[src/rtl/core/wtws_pkg.sv]
package wtws_pkg;

   // Trigger layout, fixed by the transaction fields
   localparam int TRIGGER_COUNT = 25;
   localparam int LANE_COUNT    = 5;
   localparam int LANE_TRIGGERS = 5;
   localparam int WEIGHT_W      = 2;
   localparam int LANE_SUM_W    = 4;

   // Score and window sum widths
   localparam int SCORE_W = 7;
   localparam int SUM_W   = 15;

   // Register widths
   localparam int WEIGHTS_W   = 2 * TRIGGER_COUNT;
   localparam int ENTRY_THR_W = 7;
   localparam int WIN_LEN_W   = 8;
   localparam int WIN_THR_W   = 8;
   localparam int CSR_DATA_W  = WEIGHTS_W;
   localparam int CSR_INDEX_W = 3;

   // Register reset values
   localparam logic [WEIGHTS_W-1:0]   WEIGHTS_RESET   = '0;
   localparam logic                   MODE_RESET      = 1'b0;
   localparam logic [ENTRY_THR_W-1:0] ENTRY_THR_RESET = 7'd5;
   localparam logic [WIN_LEN_W-1:0]   WIN_LEN_RESET   = 8'd5;
   localparam logic [WIN_THR_W-1:0]   WIN_THR_RESET   = 8'd6;

   typedef enum logic [CSR_INDEX_W-1:0] {
      REG_BULL_WEIGHTS       = 3'd0,
      REG_BEAR_WEIGHTS       = 3'd1,
      REG_SCORING_MODE       = 3'd2,
      REG_LONG_ENTRY_THR     = 3'd3,
      REG_SHORT_ENTRY_THR    = 3'd4,
      REG_WINDOW_LENGTH      = 3'd5,
      REG_LONG_WINDOW_THR    = 3'd6,
      REG_SHORT_WINDOW_THR   = 3'd7
   } csr_index_type;

   typedef struct packed {
      logic [TRIGGER_COUNT-1:0] bull_active;
      logic [TRIGGER_COUNT-1:0] bear_active;
      logic                     revise_last;
   } req_data_type;

   typedef struct packed {
      logic               long_signal;
      logic               short_signal;
      logic               long_confluence;
      logic               short_confluence;
      logic [SCORE_W-1:0] bull_score;
      logic [SCORE_W-1:0] bear_score;
      logic [SUM_W-1:0]   bull_window_sum;
      logic [SUM_W-1:0]   bear_window_sum;
   } rsp_data_type;

   typedef struct packed {
      logic [LANE_SUM_W-1:0] bull;
      logic [LANE_SUM_W-1:0] bear;
   } lane_sum_type;

   typedef struct packed {
      logic [SCORE_W-1:0] bull;
      logic [SCORE_W-1:0] bear;
   } score_pair_type;

   typedef struct packed {
      logic [SUM_W-1:0] bull;
      logic [SUM_W-1:0] bear;
   } sum_pair_type;

   typedef struct packed {
      score_pair_type score;
      sum_pair_type   window_sum;
   } window_result_type;

endpackage

[src/rtl/core/wtws_lane.sv]
module wtws_lane (
   input  logic [wtws_pkg::LANE_TRIGGERS-1:0]                     bull_flags,
   input  logic [wtws_pkg::LANE_TRIGGERS-1:0]                     bear_flags,
   input  logic [wtws_pkg::WEIGHT_W*wtws_pkg::LANE_TRIGGERS-1:0]  bull_weights,
   input  logic [wtws_pkg::WEIGHT_W*wtws_pkg::LANE_TRIGGERS-1:0]  bear_weights,
   output wtws_pkg::lane_sum_type                                 lane_sum
);

   logic [wtws_pkg::LANE_SUM_W-1:0] bull_acc;
   logic [wtws_pkg::LANE_SUM_W-1:0] bear_acc;

   // Add the weights of the active triggers of this lane
   always_comb begin
      bull_acc = '0;
      bear_acc = '0;
      for (int n = 0; n < wtws_pkg::LANE_TRIGGERS; n++) begin
         if (bull_flags[n]) begin
            bull_acc = bull_acc + wtws_pkg::LANE_SUM_W'(
               bull_weights[wtws_pkg::WEIGHT_W*n +: wtws_pkg::WEIGHT_W]);
         end
         if (bear_flags[n]) begin
            bear_acc = bear_acc + wtws_pkg::LANE_SUM_W'(
               bear_weights[wtws_pkg::WEIGHT_W*n +: wtws_pkg::WEIGHT_W]);
         end
      end
   end

   assign lane_sum.bull = bull_acc;
   assign lane_sum.bear = bear_acc;

endmodule

[config.mk]
export PLATFORM = sky130hd
export DESIGN_NAME = wtws_lane
export DESIGN_NICKNAME = d
export VERILOG_FILES = /design/src/rtl/core/wtws_pkg.sv /design/src/rtl/core/wtws_lane.sv
export SDC_FILE = /design/constraint.sdc
export NUM_CORES = 1
export LEC_CHECK = 0
export BUFFER_PORTS_ARGS = -buffer_cell sky130_fd_sc_hd__buf_2
export CORE_MARGIN = 2
export CORE_UTILIZATION = 55
export DETAILED_ROUTE_END_ITERATION = 8
export PLACE_DENSITY = 0.95
export SYNTH_ARGS = -nofsm -noshare
export SYNTH_HDL_FRONTEND = slang
export SYNTH_SLANG_ARGS = --single-unit
[constraint.sdc]
create_clock -name vclk -period 10.39
set_input_delay 2.078 -clock vclk [all_inputs]
set_output_delay 2.078 -clock vclk [all_outputs]
set_load 0.1 [all_outputs]
# --- Yosys cells after proc, flatten, opt, wreduce, memory -nomap -nowiden ---
# Cells that the tools add are included.
classes:
  n_addsub: 8
  n_mul: 0
  n_div: 0
  n_lt_le_gt_ge: 0
  eq_ne: 0
  shift: 0
  muxes: 10
  n_bitwise: 0
  reduce_logical: 0
op_table:
  columns: ["operator", "n"]
  rows:
  - ["adder 4 x 2 -> 4 bit", 8]
  - ["2-to-1 mux 4 bit", 8]
  - ["2-to-1 mux 2 bit", 2]
totals:
  register_bits: 0
  latch_bits: 0
  mem_bits_rw: 0
  mem_bits_ro: 0
  input_bits: 30
  output_inout_bits: 8
  elab_cells: 18
  memories: 0

# --- Longest topological paths before layout ---
logic_depth:
  ltp_word: 9
  ltp_mapped: 17
  mapped_depth_nobuf: 17

# --- Worst setup path before layout ---
# Ideal clock, no wire load.
synth_timing:
  path_kind: "input to output"
  startpoint: "input port bear_weights[0] (netlist name)"
  endpoint: "output port lane_sum[3] (netlist name)"
  t_arrival_ps: 6858
  t_required_ps: 8312
  setup_slack_ps: 1454
  stages: 17
  path_buffers: 0
  cell_sequence: "and2_4 -> ha_1 -> fa_1 -> nand2_1 -> o21ai_1 -> inv_1 -> fa_1 -> nand2_1 -> o21a_1 -> fa_1 -> mux2_2 -> ha_1 -> a21o_1 -> nand2_1 -> mux2_1 -> o211ai_1 -> xor2_1"
synth_lines:
  columns: ["element", "line_no", "rtl"]
  rows:
  - ["start: declaration", "wtws_lane.sv:5", "input logic [wtws_pkg::WEIGHT_W*wtws_pkg::LANE_TRIGGERS-1:0] bear_weights,"]
  - ["end: declaration", "wtws_lane.sv:6", "output wtws_pkg::lane_sum_type lane_sum"]

==> results.toml <==
[hold_path]
holdCritStartpoint = "bull_flags[3]"
min_path_cells = 5
hold_end = "lane_sum[7]"
hp-class = "input port to primary output"

[pwr]
vdd.ir_drop.worst_uv = 72.66
p_sw_mw = 0.1012
seq_power_share_pct = 0
clockPowerShare_pct = 0
powerDensity_nw_per_um2 = 135.3
finalPower_mw = 0.1432
p_leak_nw = 0.5752
combinationalPowerShare_pct = 100.0
internal_power_mw = 0.04203
switching_share_pct = 70.65

[routing]
met2WireLength_um = 998
drt_iter0_markers = 5
ant_nets = 0
routedWlPerCell_um = 11.62
drc_errors = 0
routed_wl_um = 1720
wl_met3_um = 76
via_per_inst = 5.446
first_pass_iters = 4
drt-met1-wl_um = 627
vias = 806
routed.top_layer = "met4"

[clocking]
cts_hold_buf = 0
cts_setup_buffers = 0
cts_resized = 0

[logic_synthesis]
seq_area_frac_synth_pct = 0
synth_top_family_by_area = "adder cells"
syn_area_um2 = 848.3
synth_nets = 146
yosys.area_share.simple_pct = 15.34
syn_inst = 94
avgSynthCellArea_um2 = 9.025
synth_xor_area_share_pct = 8.260
synthMuxAreaShare_pct = 21.24
synth_top_area_cell = "ha_1"
synth_area_leaders = "ha_1, fa_1, mux2_4, mux2_2, nand2_1"
synth_fa_ha_area_share_pct = 39.53
synth_cell_types = 20
synth_compound_area_share_pct = 12.09
synth_top_area_share_pct = 20.65
yosysWarningCount = 0

[critical_path]
worst_setup_path_end_kind = "primary output"
cp.required_ns = 8.31
worstPathArrival_ns = 6.34
worstSetupPathType = "input port to primary output"
start_kind = "input port"
crit_fanout = 3

[finish]
multi_input_area_um2 = 818.3
fin_nets = 186
final_util_pct = 71.94
final_common_cell = "buf_2"
n_antenna_cell = 0
fill_cells = 123
clockBufferCount = 0
most-common-layout-cells = "buf_2, nand2_1, ha_1"
drive_gt1_share_pct = 39.39
seq_cell_count = 0
regArea_um2 = 0
area_delta_synth_final_pct = 24.78

[grt]
grt_util_all_layers_pct = 20.49
grt_start_max_net_pins = 7
antenna_found_initial = 0
grt_pass1_wl_um = 3049
grt_pass1_vias = 806
grt-ovfl-total = 0

[placement]
place.gp.congestion = 0.8252
port_buffers = 38
hpwlAfterDp_um = 1637

[status]
status = "complete, no violations"

[floorplan]
io_pins = 38
die_area_um2 = 1873
die_w_um = 43.28
die_y_um = 43.28
core_um2 = 1471
initial_core_util_pct = 57.65
rows = 14

[sta]
slew-limit-headroom_pct = 67.49
slew_viol_final = 0
setup_viol = 0
tns_ns = 0
finalHoldViolations = 0
fmax_ghz = 0.1188
whs_ns = 4.823
period_needed_ns = 8.416
tightest_slew_ns = 0.4910
period_share_pct = 81.00
rsz0062_at_grt = "false"

[run]
drv_cap = 0
through the flow:
| stage | cells | worst slack, ns | instance area, um^2 |
|---|---|---|---|
| global placement | 148 | 2.095 | 1059 |
| floorplan | 94 | 1.454 | 848.3 |
| CTS | 148 | 1.940 | 1059 |
| global route | 148 | 1.723 | 1059 |
| finish | 148 | 1.974 | 1059 |
| detailed placement | 148 | 1.940 | 1059 |
synthesized netlist by cell type (6+ instances only):
master,n
a21oi_1,6
mux2_2,6
xnor2_1,6
inv_1,8
ha_1,14
nand2_1,16
fa_1,8
mux2_4,6
cell families (layout without fill, tap and decap cells):
group | after synthesis | after routing
buffers and inverters | 8 | 46
AOI/OAI and AO/OA | 16 | 16
and+or+nand+nor | 26 | 26
adders and majority gates | 22 | 22
muxes | 14 | 14
xor gates and xnor gates | 8 | 8
how the worst max path moves through the flow:
| stage | startpoint | end | slack (ns) | cells after the start |
|---|---|---|---|---|
| finish | bear_weights[0] | lane_sum[3] | 1.97 | 19 |
| global route | bear_weights[0] | lane_sum[3] | 1.72 | 19 |
| CTS | bear_weights[0] | lane_sum[3] | 1.94 | 19 |
| detailed placement | bear_weights[0] | lane_sum[3] | 1.94 | 19 |
| global placement | bear_weights[0] | lane_sum[3] | 2.09 | 19 |
| floorplan | bear_weights[0] | lane_sum[3] | 1.45 | 17 |
layout make-up:
type	instances	area share (%)
Tap cell	16	1.891
Inverter	8	2.837
Multi-Input combinational cell	86	77.30
Timing Repair Buffer	38	17.97
power groups by stage:
stage	sequential [mW]	combinational, mW	clock, mW
floorplan	0	0.117	0
global placement	0	0.138	0
detailed placement	0	0.144	0
CTS	0	0.144	0
global route	0	0.154	0
finish	0	0.143	0
worst max-delay path, stage by stage:
cell	delay, ns
buf_2	0.10
and2_4	0.15
ha_1	0.18
fa_1	0.47
nand2_1	0.05
o21ai_1	0.13
inv_1	0.09
fa_1	0.51
nand2_1	0.05
o21a_1	0.16
fa_1	0.47
mux2_2	0.32
ha_1	0.28
a21o_1	0.14
nand2_1	0.06
mux2_1	0.28
o211ai_1	0.19
xor2_1	0.17
buf_2	0.44
layer usage:
metal | global-route usage, % | up-vias
li1 | - | 407
met5 | 0 | -
met2 | 45.37 | 24
met4 | 1.818 | 0
met1 | 20.94 | 373
met3 | 0 | 2
(Power assumes the default switching activity.)
