[config.mk]
export PLATFORM = sky130hd
export DESIGN_NAME = wtws_merge
export DESIGN_NICKNAME = d
export VERILOG_FILES = /design/src/rtl/core/wtws_pkg.sv /design/src/rtl/core/wtws_merge.sv
export SDC_FILE = /design/constraint.sdc
export NUM_CORES = 1
export LEC_CHECK = 0
export BUFFER_PORTS_ARGS = -buffer_cell sky130_fd_sc_hd__buf_2
export CAP_MARGIN = 15
export CORE_MARGIN = 3
export CORE_UTILIZATION = 51
export DETAILED_ROUTE_END_ITERATION = 10
export PLACE_DENSITY = 0.87
export REMOVE_ABC_BUFFERS = 1
export SYNTH_ARGS = -nofsm -noshare
export SYNTH_HDL_FRONTEND = slang
export SYNTH_SLANG_ARGS = --single-unit
export TNS_END_PERCENT = 1
[constraint.sdc]
create_clock -name clock -period 9.65 [get_ports clock]
set_input_delay 1.93 -clock clock [delete_from_list [all_inputs] [get_ports clock]]
set_output_delay 1.93 -clock clock [all_outputs]
set_load 0.02 [all_outputs]
[src/rtl/core/wtws_pkg.sv]
package wtws_pkg;

   // Trigger layout, fixed by the transaction fields
   localparam int TRIGGER_COUNT = 25;
   localparam int LANE_COUNT    = 5;
   localparam int LANE_TRIGGERS = 5;
   localparam int WEIGHT_W      = 2;
   localparam int LANE_SUM_W    = 4;

   // Score and window sum widths
   localparam int SCORE_W = 7;
   localparam int SUM_W   = 15;

   // Register widths
   localparam int WEIGHTS_W   = 2 * TRIGGER_COUNT;
   localparam int ENTRY_THR_W = 7;
   localparam int WIN_LEN_W   = 8;
   localparam int WIN_THR_W   = 8;
   localparam int CSR_DATA_W  = WEIGHTS_W;
   localparam int CSR_INDEX_W = 3;

   // Register reset values
   localparam logic [WEIGHTS_W-1:0]   WEIGHTS_RESET   = '0;
   localparam logic                   MODE_RESET      = 1'b0;
   localparam logic [ENTRY_THR_W-1:0] ENTRY_THR_RESET = 7'd5;
   localparam logic [WIN_LEN_W-1:0]   WIN_LEN_RESET   = 8'd5;
   localparam logic [WIN_THR_W-1:0]   WIN_THR_RESET   = 8'd6;

   typedef enum logic [CSR_INDEX_W-1:0] {
      REG_BULL_WEIGHTS       = 3'd0,
      REG_BEAR_WEIGHTS       = 3'd1,
      REG_SCORING_MODE       = 3'd2,
      REG_LONG_ENTRY_THR     = 3'd3,
      REG_SHORT_ENTRY_THR    = 3'd4,
      REG_WINDOW_LENGTH      = 3'd5,
      REG_LONG_WINDOW_THR    = 3'd6,
      REG_SHORT_WINDOW_THR   = 3'd7
   } csr_index_type;

   typedef struct packed {
      logic [TRIGGER_COUNT-1:0] bull_active;
      logic [TRIGGER_COUNT-1:0] bear_active;
      logic                     revise_last;
   } req_data_type;

   typedef struct packed {
      logic               long_signal;
      logic               short_signal;
      logic               long_confluence;
      logic               short_confluence;
      logic [SCORE_W-1:0] bull_score;
      logic [SCORE_W-1:0] bear_score;
      logic [SUM_W-1:0]   bull_window_sum;
      logic [SUM_W-1:0]   bear_window_sum;
   } rsp_data_type;

   typedef struct packed {
      logic [LANE_SUM_W-1:0] bull;
      logic [LANE_SUM_W-1:0] bear;
   } lane_sum_type;

   typedef struct packed {
      logic [SCORE_W-1:0] bull;
      logic [SCORE_W-1:0] bear;
   } score_pair_type;

   typedef struct packed {
      logic [SUM_W-1:0] bull;
      logic [SUM_W-1:0] bear;
   } sum_pair_type;

   typedef struct packed {
      score_pair_type score;
      sum_pair_type   window_sum;
   } window_result_type;

endpackage

[src/rtl/core/wtws_merge.sv]
module wtws_merge (
   input  logic                            clock,
   input  logic                            load,
   input  wtws_pkg::lane_sum_type          lane_sums [wtws_pkg::LANE_COUNT],
   output wtws_pkg::score_pair_type        score
);

   wtws_pkg::score_pair_type score_in;
   wtws_pkg::score_pair_type score_ff;

   // Combine the lane partial sums into the bar scores
   always_comb begin
      score_in = '0;
      for (int l = 0; l < wtws_pkg::LANE_COUNT; l++) begin
         score_in.bull = score_in.bull + wtws_pkg::SCORE_W'(lane_sums[l].bull);
         score_in.bear = score_in.bear + wtws_pkg::SCORE_W'(lane_sums[l].bear);
      end
   end

   always_ff @(posedge clock) begin
      if (load) begin
         score_ff <= score_in;
      end
   end

   assign score = score_ff;

endmodule

# Yosys cells after proc, flatten, opt, wreduce, memory -nomap -nowiden
# Index checks and enable logic that the tools add are counted.
[totals]
ff_bits = 14
inputBits = 42
out_inout_bits = 14
elab_cells = 10
[op_classes]
n_addsub = 8
[op_table]
columns = ["operator", "n"]
rows = [
  ["adder 6 x 4 -> 7 bit", 2],
  ["adder 7 x 4 -> 7 bit", 2],
  ["adder 5 x 4 -> 6 bit", 2],
  ["adder 4 x 4 -> 5 bit", 2],
]

# Logic depth before layout (Yosys ltp)
# Gate-level depths: netlist of run 1.
[depth]
depth_word = 4
mapped_depth = 11
ltp_nobuf = 11

# Worst setup path before layout of run 1
# OpenSTA, ideal clock, no wires.
[synth_timing]
path_type = "input to register"
from = "input lane_sums[1] (netlist bit)"
to = "register score_ff (netlist bit score[5]), data pin"
setup_time_ns = 0.258
t_arrival_ns = 4.456
required_time_ns = 9.392
setup_slack_ns = 4.937
path_stages = 10
n_path_buf = 0
cell_sequence = "inv_1 > fa_1 > fa_1 > inv_1 > fa_1 > ha_1 > fa_1 > a21o_1 > a21oi_2 > xnor2_1"
[synth_rtl]
columns = ["item", "line_no", "rtl"]
rows = [
  ["start: declaration", "wtws_merge.sv:4", "input wtws_pkg::lane_sum_type lane_sums [wtws_pkg::LANE_COUNT],"],
  ["end signal: assignment", "wtws_merge.sv:22", "score_ff <= score_in;"],
  ["end: declaration", "wtws_merge.sv:9", "wtws_pkg::score_pair_type score_ff;"],
]

==> metrics.md, run 1 <==
| Metric | Value |
|---|---|
| Post-synth EDFFs | 14 |
| Mapped Area | 1321 um2 |
| Post-DP HPWL | 2378 um |
| RSZ-0062 raised after global routing | no |
| Critical Path End Type | register |
| Tcrit/Tclk final | 47.96% |
| Worst hold path type | primary input to register |
| Area contributors post-synth | fa_1 (33%), edfxtp_1 (32%), ha_1 (13%) |
| Cts hold-fix bufs | 0 |
| Resized cells post-CTS | 0 |
| VDD IR max | 0.1343 mV |
| Crit path capture | score[5]$_DFFE_PP_ |
| Distinct cells, synth | 13 |
| Largest net degree at the start of global routing | 15 |
| Count leader, synth | inv_1 |
| Layout cell share with drive strength beyond 1 | 35.93% |
| # H-tree levels | 1 |
| Drt initial violations | 14 |
| Dpl ws | 4717 ps |
| Crit path time final | 4628 ps |
| NetSw | 0.1336 mW |
| Mean area per synthesized cell | 12.23 um2 |
| Clk sinks | 14 |
| Sequential cell area | 420.4 um2 |
| Most frequent CP cell | fa_1 |
| Clock network fraction of design power | 10.3% |
| Slowest stage delay, CP | 510 ps |
| WP data required | 9680 ps |
| Static Leak | 0.9130 nW |
| Number of placed instances, taps included | 191 |
| Worst EP arrival | 4650 ps |
| CTS buffer count | 3 |
| Reg power frac | 32.6% |
| Global route total overflow | 0 |
| Max-slew violation count | 0 |
| Startpoint Class | primary input |
| Synthesized flop and latch total | 14 |
| Footprint of the multi-input gates | 758.2 um2 |
| Synth cell count leaders | inv_1 (38), fa_1 (22), edfxtp_1 (14), ha_1 (14), xor2_1 (4) |
| Io pins | 56 |
| Vias/cell | 4.667 |
| Crit-path cells | buf_2, inv_1, fa_1, fa_1, inv_1, fa_1, ha_1, fa_1, a21o_1, a21oi_2, xnor2_1 |
| Pwr dens | 197.9 nW/um2 |
| Max FO, Critical Path | 2 |
| Status | finished clean |
| Final hold vios | 0 |
| DRC errors left | 0 |
| Die height | 56.90 um |
| Asr flop ratio synth | 0% |
| First-pass GRT wire length | 4271 um |
| Internal Power | 0.1944 mW |
| Post-DRT Antenna Nets | 0 |
| Drt pass-1 iters | 4 |
| # Post-CTS Setup Buffers | 0 |
| GRT Util Overall | 17.57% |
| Area Overhead vs Synth | 25.47% |
| Net switching fraction of the power | 40.73% |
| Slew headroom | 78.12% |
| Count of final setup violators | 0 |
| Max cap viols | 0 |
| Die Wd | 56.90 um |
| Drt total wl | 2594 um |
| Clock Tree Root | clkbuf_4 |
| Slew @ Worst Pin | 328.2 ps |
| I/O Buffers | 55 |
| Max FFs per register | 14 |
| # rows | 17 |
| Yosys warns | 0 |
| Setup CP Type | primary input to register |
| Initial antenna violation count | 0 |
| Initial core utilization | 56.47% |
| GPL Wtd Cong | 0.7474 |
| Combinational Power Share | 57.1% |
| Area of the die | 3238 um2 |
| Via count | 910 |
| Max stage delay cell, worst path | fa_1 |
| Main synth FF type | edfxtp_1 |
| Wire per inst | 13.30 um |
| Clock transition at path regs | 90 ps |
| Finished Layout Cells | 195 |
| Layout Nets | 246 |
| Synth area leader | fa_1 |
| N_diodes | 0 |
| Core Region | 2340 um2 |
| Fill count | 174 |
| Synth Instances | 108 |
| Vias in the first global route | 1007 |
| Yosys top cell area share | 33.33% |
| Worst Setup SP | lane_sums[1] |
| Setup ws final | 5022 ps |
| Fmax | 0.2161 GHz |
| Seq/Total Area, Yosys | 31.82% |
| CTS tree | yes |
| CTS Buffer Depth | 2 |
| Final setup TNS | 0 ps |
==> routing by layer <==
| layer | part of all wire [%] | track usage (%) | up-vias |
|---|---|---|---|
| li1 | - | - | 443 |
| met1 | 31 | 16.27 | 435 |
| met2 | 62 | 36.87 | 28 |
| met3 | 5.4 | 3.218 | 4 |
| met4 | 1.5 | 5.629 | 0 |
| met5 | 0 | 0 | - |
==> kinds of logic after synthesis <==
family | count (synthesis) | share of synthesized area (%)
AOI/OAI and AO/OA | 10 | 5.492
adders and majority gates | 36 | 46.59
and+or+nand+nor | 4 | 1.326
xor gates and xnor gates | 6 | 3.977
buffers and inverters | 38 | 10.80
DFF | 14 | 31.82
==> critical path, delay by kind of cell <==
kind,cells,cell delay (ps)
adder cells (fa/ha/maj),5,2130
AO/OA/AOI/OAI,2,340
buffers and inverters,3,180
XOR/XNOR,1,80
==> power by group through the flow <==
stage / Clock (mW) / Combinational, mW / Sequential (mW)
global route: 0.0380 / 0.212 / 0.109
global placement: 0 / 0.176 / 0.107
detailed placement: 0 / 0.188 / 0.109
floorplan: 0 / 0.103 / 0.138
finish: 0.0338 / 0.187 / 0.107
CTS: 0.0341 / 0.190 / 0.107
==> final cells by class <==
class	instances	area share [%]
inverters	38	8.604
multi-input cells	56	45.74
clock buffers	3	1.358
well taps	28	2.113
flip-flops and latches	14	25.36
clock inverters	1	0.2264
repair buffers	55	16.60
==> metrics by stage <==
stage / total power, mW / instance area, um2 / hold WS, ps / util [%]
floorplan: 0.2406 / 1321 / 2043 / -
global placement: 0.2832 / 1632 / 2231 / 69.73
detailed placement: 0.2970 / 1632 / 2235 / 69.73
CTS: 0.3317 / 1658 / 1950 / 70.86
global route: 0.3588 / 1658 / 1951 / 70.86
finish: 0.3280 / 1658 / 1949 / 70.86
==> how the worst min path moves through the flow <==
stage,from,to,slack (ps),cells past startpoint
after global placement,lane_sums[32],score[0]$_DFFE_PP_,2230,2
after floorplan,load,score[0]$_DFFE_PP_,2040,0
after detailed placement,lane_sums[36],score[7]$_DFFE_PP_,2230,2
after global routing,lane_sums[36],score[7]$_DFFE_PP_,1950,2
final,lane_sums[36],score[7]$_DFFE_PP_,1950,2
after CTS,lane_sums[36],score[7]$_DFFE_PP_,1950,2
==> cells in the final DEF, fill, tap and decap left out <==
cell type / instances
clkbuf_4: 3
ha_1: 14
inv_1: 38
xor2_1: 4
a21boi_0: 2
a21oi_2: 2
a21o_1: 2
fa_1: 22
xnor2_1: 2
o21a_1: 2
a21oi_1: 2
nand2_1: 2
edfxtp_1: 14
clkinv_1: 1
nand3_1: 2
buf_2: 55
Note: power is estimated with default switching activity, not from simulation.
==> inputs of run 2 (changes only) <==
--- a/config.mk
+++ b/config.mk
@@ -8,9 +8,9 @@
 export BUFFER_PORTS_ARGS = -buffer_cell sky130_fd_sc_hd__buf_2
 export CAP_MARGIN = 15
 export CORE_MARGIN = 3
-export CORE_UTILIZATION = 51
+export CORE_UTILIZATION = 48
 export DETAILED_ROUTE_END_ITERATION = 10
-export PLACE_DENSITY = 0.87
+export PLACE_DENSITY = 0.82
 export REMOVE_ABC_BUFFERS = 1
 export SYNTH_ARGS = -nofsm -noshare
 export SYNTH_HDL_FRONTEND = slang
==> constraint.sdc (replaced) <==
create_clock -name clock -period 4.8 [get_ports clock]
set_input_delay 0.96 -clock clock [delete_from_list [all_inputs] [get_ports clock]]
set_output_delay 0.96 -clock clock [all_outputs]
set_load 0.02 [all_outputs]
==> metrics.md, run 2 (synthesis gave the netlist of run 1 again) <==
| Metric | Value |
|---|---|
| Status | finished clean |
| Crit-path cells | buf_2, inv_1, fa_1, fa_1, inv_1, fa_1, ha_1, fa_1, a21o_1, a21oi_2, xnor2_1 |
| Global route total overflow | 0 (unchanged) |
| WP data required | 4820 ps (-4860 ps) |
| # Post-CTS Setup Buffers | 0 (unchanged) |
| Sequential cell area | 420.4 um2 (unchanged) |
| Worst hold path type | primary input to register |
| Slowest stage delay, CP | 510 ps (about the same) |
| Clock network fraction of design power | 9.7% (-0.6 points) |
| Via count | 895 (-1.6%) |
| Count of final setup violators | 0 (unchanged) |
| Startpoint Class | primary input |
| First-pass GRT wire length | 3519 um (-18%) |
| CTS tree | yes |
| Max FO, Critical Path | 2 (unchanged) |
| Die Wd | 58.47 um (+2.8%) |
| Commonest non-fill, non-tap cells in the layout | buf_2 (55), inv_1 (38), fa_1 (22), ha_1 (14), edfxtp_1 (14) |
| N_diodes | 0 (unchanged) |
| Critical path buffers and inverters | 3 (unchanged) |
| Initial antenna violation count | 0 (unchanged) |
| I/O Buffers | 55 (unchanged) |
| Layout cell share with drive strength beyond 1 | 35.93% (unchanged) |
| Slew @ Worst Pin | 304.3 ps (-23.95 ps) |
| Clock Tree Root | clkbuf_4 |
| VDD IR max | 0.2580 mV (+92%) |
| Pwr dens | 392.6 nW/um2 (+98%) |
| Max cap viols | 0 (unchanged) |
| Footprint of the multi-input gates | 758.2 um2 (unchanged) |
| Fin util | 65.24% (-5.6 points) |
| Fill count | 188 (+8.0%) |
| # rows | 18 (+1) |
| CP top delay family | adder cells |
| Setup CP Type | primary input to register |
| Layout Nets | 246 (unchanged) |
| Clock transition at path regs | 80 ps (about the same) |
| Largest net degree at the start of global routing | 15 (unchanged) |
| Static Leak | 0.9130 nW (unchanged) |
| Die height | 58.47 um (+2.8%) |
| Reg power frac | 33.1% (+0.5 points) |
| Core Region | 2545 um2 (+8.8%) |
| Max-slew violation count | 0 (unchanged) |
| Initial core utilization | 51.92% (-4.6 points) |
| Commonest non-fill, non-tap cell in the layout | buf_2 |
| Tcrit/Tclk final | 75.91% |
| Net switching fraction of the power | 40.19% (-0.54 points) |
| Max FFs per register | 14 (unchanged) |
| NetSw | 0.2620 mW (+96%) |
| DRC errors left | 0 (unchanged) |
| Area Overhead vs Synth | 25.66% |
| Slew headroom | 79.71% (+1.6 points) |
| Final hold vios | 0 (unchanged) |
| Io pins | 56 (unchanged) |
| Overall power | 0.6519 mW (+99%) |
| # H-tree levels | 1 (unchanged) |
| Max stage delay cell, worst path | fa_1 |
| CTS Buffer Depth | 2 (unchanged) |
| Vias in the first global route | 911 (-9.5%) |
| Critical Path End Type | register |
| Worst Hold Path Cells | 2 (unchanged) |
| Worst EP arrival | 3670 ps (-980 ps) |
| Internal Power | 0.3899 mW (+100%) |
| Most frequent CP cell | fa_1 |
| WHS Endpoint | score[7]$_DFFE_PP_ |
| Fmax | 0.2744 GHz |
| Area of the die | 3418 um2 (+5.6%) |
| CTS buffer count | 3 (unchanged) |
| GPL Wtd Cong | 0.7278 (-2.6%) |
| Post-DRT Antenna Nets | 0 (unchanged) |
| Resized cells post-CTS | 0 (unchanged) |
| Crit path time final | 3644 ps |
| Drt pass-1 iters | 4 (unchanged) |
| Cts hold-fix bufs | 0 (unchanged) |
| Wire per inst | 11.23 um (-16%) |
| GRT Util Overall | 13.65% (-3.9 points) |
| Drt initial violations | 9 (-5) |
| Hold path startpoint | lane_sums[36] |
| RSZ-0062 raised after global routing | no |
| Clk sinks | 14 (unchanged) |
| Vias/cell | 4.543 (-2.6%) |
| Post-DP HPWL | 2085 um (-12%) |
| Final setup TNS | 0 ps (unchanged) |
| Drt total wl | 2212 um (-15%) |
| Combinational Power Share | 57.2% (about the same) |
## run 2: layer usage
layer | GRT usage [%] | up-vias | wire length, um
li1 | - | 445 | -
met3 | 4.605 | 0 | 132
met4 | 0.9934 | 0 | 0
met5 | 0 | - | 0
met2 | 26.95 | 23 | 1356
met1 | 14.33 | 427 | 724
## run 2: cell type report
class / instances / share of cell area [%]
Clock buffer: 3 / 1.356
Clock inverter: 1 / 0.2261
Multi-Input combinational cell: 56 / 45.67
Tap cell: 30 / 2.261
Timing Repair Buffer: 55 / 16.58
Inverter: 38 / 8.591
Sequential cell: 14 / 25.32
## run 2: per-stage QoR
stage          area, um2  setup WS, ps  hold WS, ps  instances
6_report            1660          1156        985.3        197
4_1_cts             1660          1150        978.5        197
3_5_place_dp        1634         863.7         1265        193
2_1_floorplan       1321          1057         1073        108
3_3_place_gp        1634         911.6         1260        193
5_1_grt             1660          1068        965.2        197
## run 2: power groups by stage
stage | sequential (mW) | clock [mW] | combinational (mW)
2_1_floorplan | 0.278 | 0 | 0.206
3_3_place_gp | 0.217 | 0 | 0.353
3_5_place_dp | 0.220 | 0 | 0.376
4_1_cts | 0.217 | 0.0650 | 0.378
5_1_grt | 0.220 | 0.0727 | 0.416
6_report | 0.216 | 0.0629 | 0.373
## run 2: how the worst max path moves through the flow
| stage | start | endpoint | slack, ps | cells after the start |
|---|---|---|---|---|
| floorplan | lane_sums[1] | score[5]$_DFFE_PP_ | 1060 | 10 |
| detailed placement | lane_sums[9] | score[5]$_DFFE_PP_ | 860 | 11 |
| global route | lane_sums[1] | score[5]$_DFFE_PP_ | 1070 | 11 |
| global placement | lane_sums[1] | score[5]$_DFFE_PP_ | 910 | 11 |
| finish | lane_sums[1] | score[5]$_DFFE_PP_ | 1160 | 11 |
| CTS | lane_sums[9] | score[5]$_DFFE_PP_ | 1150 | 11 |
==> inputs of run 3 (changes only) <==
--- a/config.mk
+++ b/config.mk
@@ -8,9 +8,9 @@
 export BUFFER_PORTS_ARGS = -buffer_cell sky130_fd_sc_hd__buf_2
 export CAP_MARGIN = 15
 export CORE_MARGIN = 3
-export CORE_UTILIZATION = 48
+export CORE_UTILIZATION = 43
 export DETAILED_ROUTE_END_ITERATION = 10
-export PLACE_DENSITY = 0.82
+export PLACE_DENSITY = 0.78
 export REMOVE_ABC_BUFFERS = 1
 export SYNTH_ARGS = -nofsm -noshare
 export SYNTH_HDL_FRONTEND = slang
==> constraint.sdc (replaced) <==
create_clock -name clock -period 3.16 [get_ports clock]
set_input_delay 0.632 -clock clock [delete_from_list [all_inputs] [get_ports clock]]
set_output_delay 0.632 -clock clock [all_outputs]
set_load 0.02 [all_outputs]
==> metrics.md, run 3 (synthesis gave the netlist of run 1 again) <==
| Metric | Value |
|---|---|
| Max FFs per register | 14 (unchanged) |
| Slew @ Worst Pin | 307.0 ps (+2.730 ps) |
| Layout cell share with drive strength beyond 1 | 49.72% (+14 points) |
| Commonest non-fill, non-tap cells in the layout | buf_2 (52), inv_1 (33), fa_1 (20), edfxtp_1 (14), buf_4 (13) |
| Setup CP Type | primary input to register |
| Max FO, Critical Path | 2 (unchanged) |
| Clk sinks | 14 (unchanged) |
| Finished Layout Cells | 210 (+6.6%) |
| First-pass GRT wire length | 3864 um (+9.8%) |
| Via count | 945 (+5.6%) |
| Die height | 61.43 um (+5.1%) |
| Initial core utilization | 46.32% (-5.6 points) |
| Fmax | 0.3130 GHz |
| Max cap viols | 0 (unchanged) |
| Slowest stage delay, CP | 500 ps (about the same) |
| CP top delay family | adder cells |
| Commonest non-fill, non-tap cell in the layout | buf_2 |
| I/O Buffers | 55 (unchanged) |
| Io pins | 56 (unchanged) |
| Area of the die | 3774 um2 (+10%) |
| Pwr dens | 622.2 nW/um2 (+58%) |
| Static Leak | 0.9753 nW (+6.8%) |
| Number of placed instances, taps included | 203 (+5.2%) |
| Max stage delay cell, worst path | fa_1 |
| WHS Endpoint | score[0]$_DFFE_PP_ |
| Global route total overflow | 0 (unchanged) |
| Layout Nets | 259 (+5.3%) |
| Vias/cell | 4.500 (-0.95%) |
| Area Overhead vs Synth | 39.68% |
| Critical path buffers and inverters | 5 (+2) |
| VDD IR max | 0.1906 mV (-26%) |
| GPL Wtd Cong | 0.7190 (-1.2%) |
| N_diodes | 0 (unchanged) |
| Slew headroom | 79.53% (-0.18 points) |
| Status | complete, but fails checks |
| Final setup TNS | -94.88 ps (-94.88 ps) |
| Dpl ws | -441.1 ps (-1305 ps) |
| Wire per inst | 11.86 um (+5.6%) |
| Drt pass-1 iters | 4 (unchanged) |
| Crit path time final | 3195 ps |
| CTS tree | yes |
| Core Region | 2853 um2 (+12%) |
| Post-DP HPWL | 2115 um (+1.4%) |
| Setup ws final | -34.61 ps (-1191 ps) |
| Count of final setup violators | 3 (+3) |
| Max-slew violation count | 0 (unchanged) |
| # rows | 19 (+1) |
| Clock transition at path regs | 80 ps (about the same) |
| Cts hold-fix bufs | 0 (unchanged) |
| Crit-path cells | buf_2, inv_1, fa_1, inv_1, fa_1, inv_1, fa_1, inv_2, fa_2, a21o_1, a21oi_2, xnor2_1 |
| Overall power | 1.148 mW (+76%) |
| Worst EP arrival | 3220 ps (-450 ps) |
| Post-DRT Antenna Nets | 0 (unchanged) |
| Worst hold path type | primary input to register |
| # H-tree levels | 1 (unchanged) |
| Initial antenna violation count | 0 (unchanged) |
| CTS buffer count | 3 (unchanged) |
| Drt total wl | 2491 um (+13%) |
| Startpoint Class | primary input |
| GRT Util Overall | 13.99% (+0.34 points) |
| Clock Tree Root | clkbuf_4 |
| Vias in the first global route | 996 (+9.3%) |
| Failing checks | negative setup slack |
| Critical Path End Type | register |
| Drt initial violations | 21 (+12) |
| Final hold vios | 0 (unchanged) |
| Largest net degree at the start of global routing | 15 (unchanged) |
| Tcrit/Tclk final | 101.1% |
| Hold path startpoint | lane_sums[32] |
| Die Wd | 61.43 um (+5.1%) |
| DRC errors left | 0 (unchanged) |
| Worst Hold Path Cells | 2 (unchanged) |
| WP data required | 3190 ps (-1630 ps) |
| CTS Buffer Depth | 2 (unchanged) |
| RSZ-0062 raised after global routing | yes |
[run 3: changes by cell type in the layout (fill, tap and decap cells not counted), sizes merged]
cell and change:
clkinv -1, buf +13
[run 3: through the flow]
stage | hold WS (ps) | instance area [um2] | utilization (%)
detailed placement | 936.9 | 1703 | 59.69
global route | 657.0 | 1846 | 64.69
CTS | 645.4 | 1747 | 61.23
global placement | 933.6 | 1703 | 59.69
finish | 662.4 | 1846 | 64.69
floorplan | 744.5 | 1321 | -
[run 3: final cells by class]
| type | count | area, um2 |
|---|---|---|
| fill | 207 | 1007 |
| multi-input combinational | 56 | 823.3 |
| sequential | 14 | 420.4 |
| timing repair buffer | 68 | 395.4 |
| inverter | 38 | 145.1 |
| tap | 31 | 38.79 |
| clock buffer | 3 | 22.52 |
[run 3: power breakdown]
part / leakage (nW) / internal (mW) / switching [mW]
Sequential: 0.136 / 0.309 / 0.0162
Clock: 0.0138 / 0.0440 / 0.0511
Combinational: 0.825 / 0.352 / 0.376
[run 3: worst max path at each step]
stage,cells after the start,slack [ps],endpoint,start
floorplan,10,-260,score[5]$_DFFE_PP_,lane_sums[1]
global placement,11,-360,score[5]$_DFFE_PP_,lane_sums[1]
detailed placement,11,-440,score[5]$_DFFE_PP_,lane_sums[1]
CTS,9,-0.5,score[12]$_DFFE_PP_,lane_sums[5]
global route,12,-130,score[12]$_DFFE_PP_,lane_sums[14]
finish,12,-30,score[12]$_DFFE_PP_,lane_sums[14]
[run 3: repair_timing]
action	4_1_cts	5_1_grt
endpoints found under the setup margin	5	6
gates resized for setup	5	17
buffers inserted	1	3
pin swaps	9	16
[run 3: layer usage]
metal / up-vias / part of all wire (%) / global-route usage (%)
met5: - / 0 / 0
li1: 470 / - / -
met3: 2 / 3.7 / 3.145
met4: 0 / 0.92 / 4.545
met2: 19 / 62 / 28.40
met1: 454 / 34 / 13.63
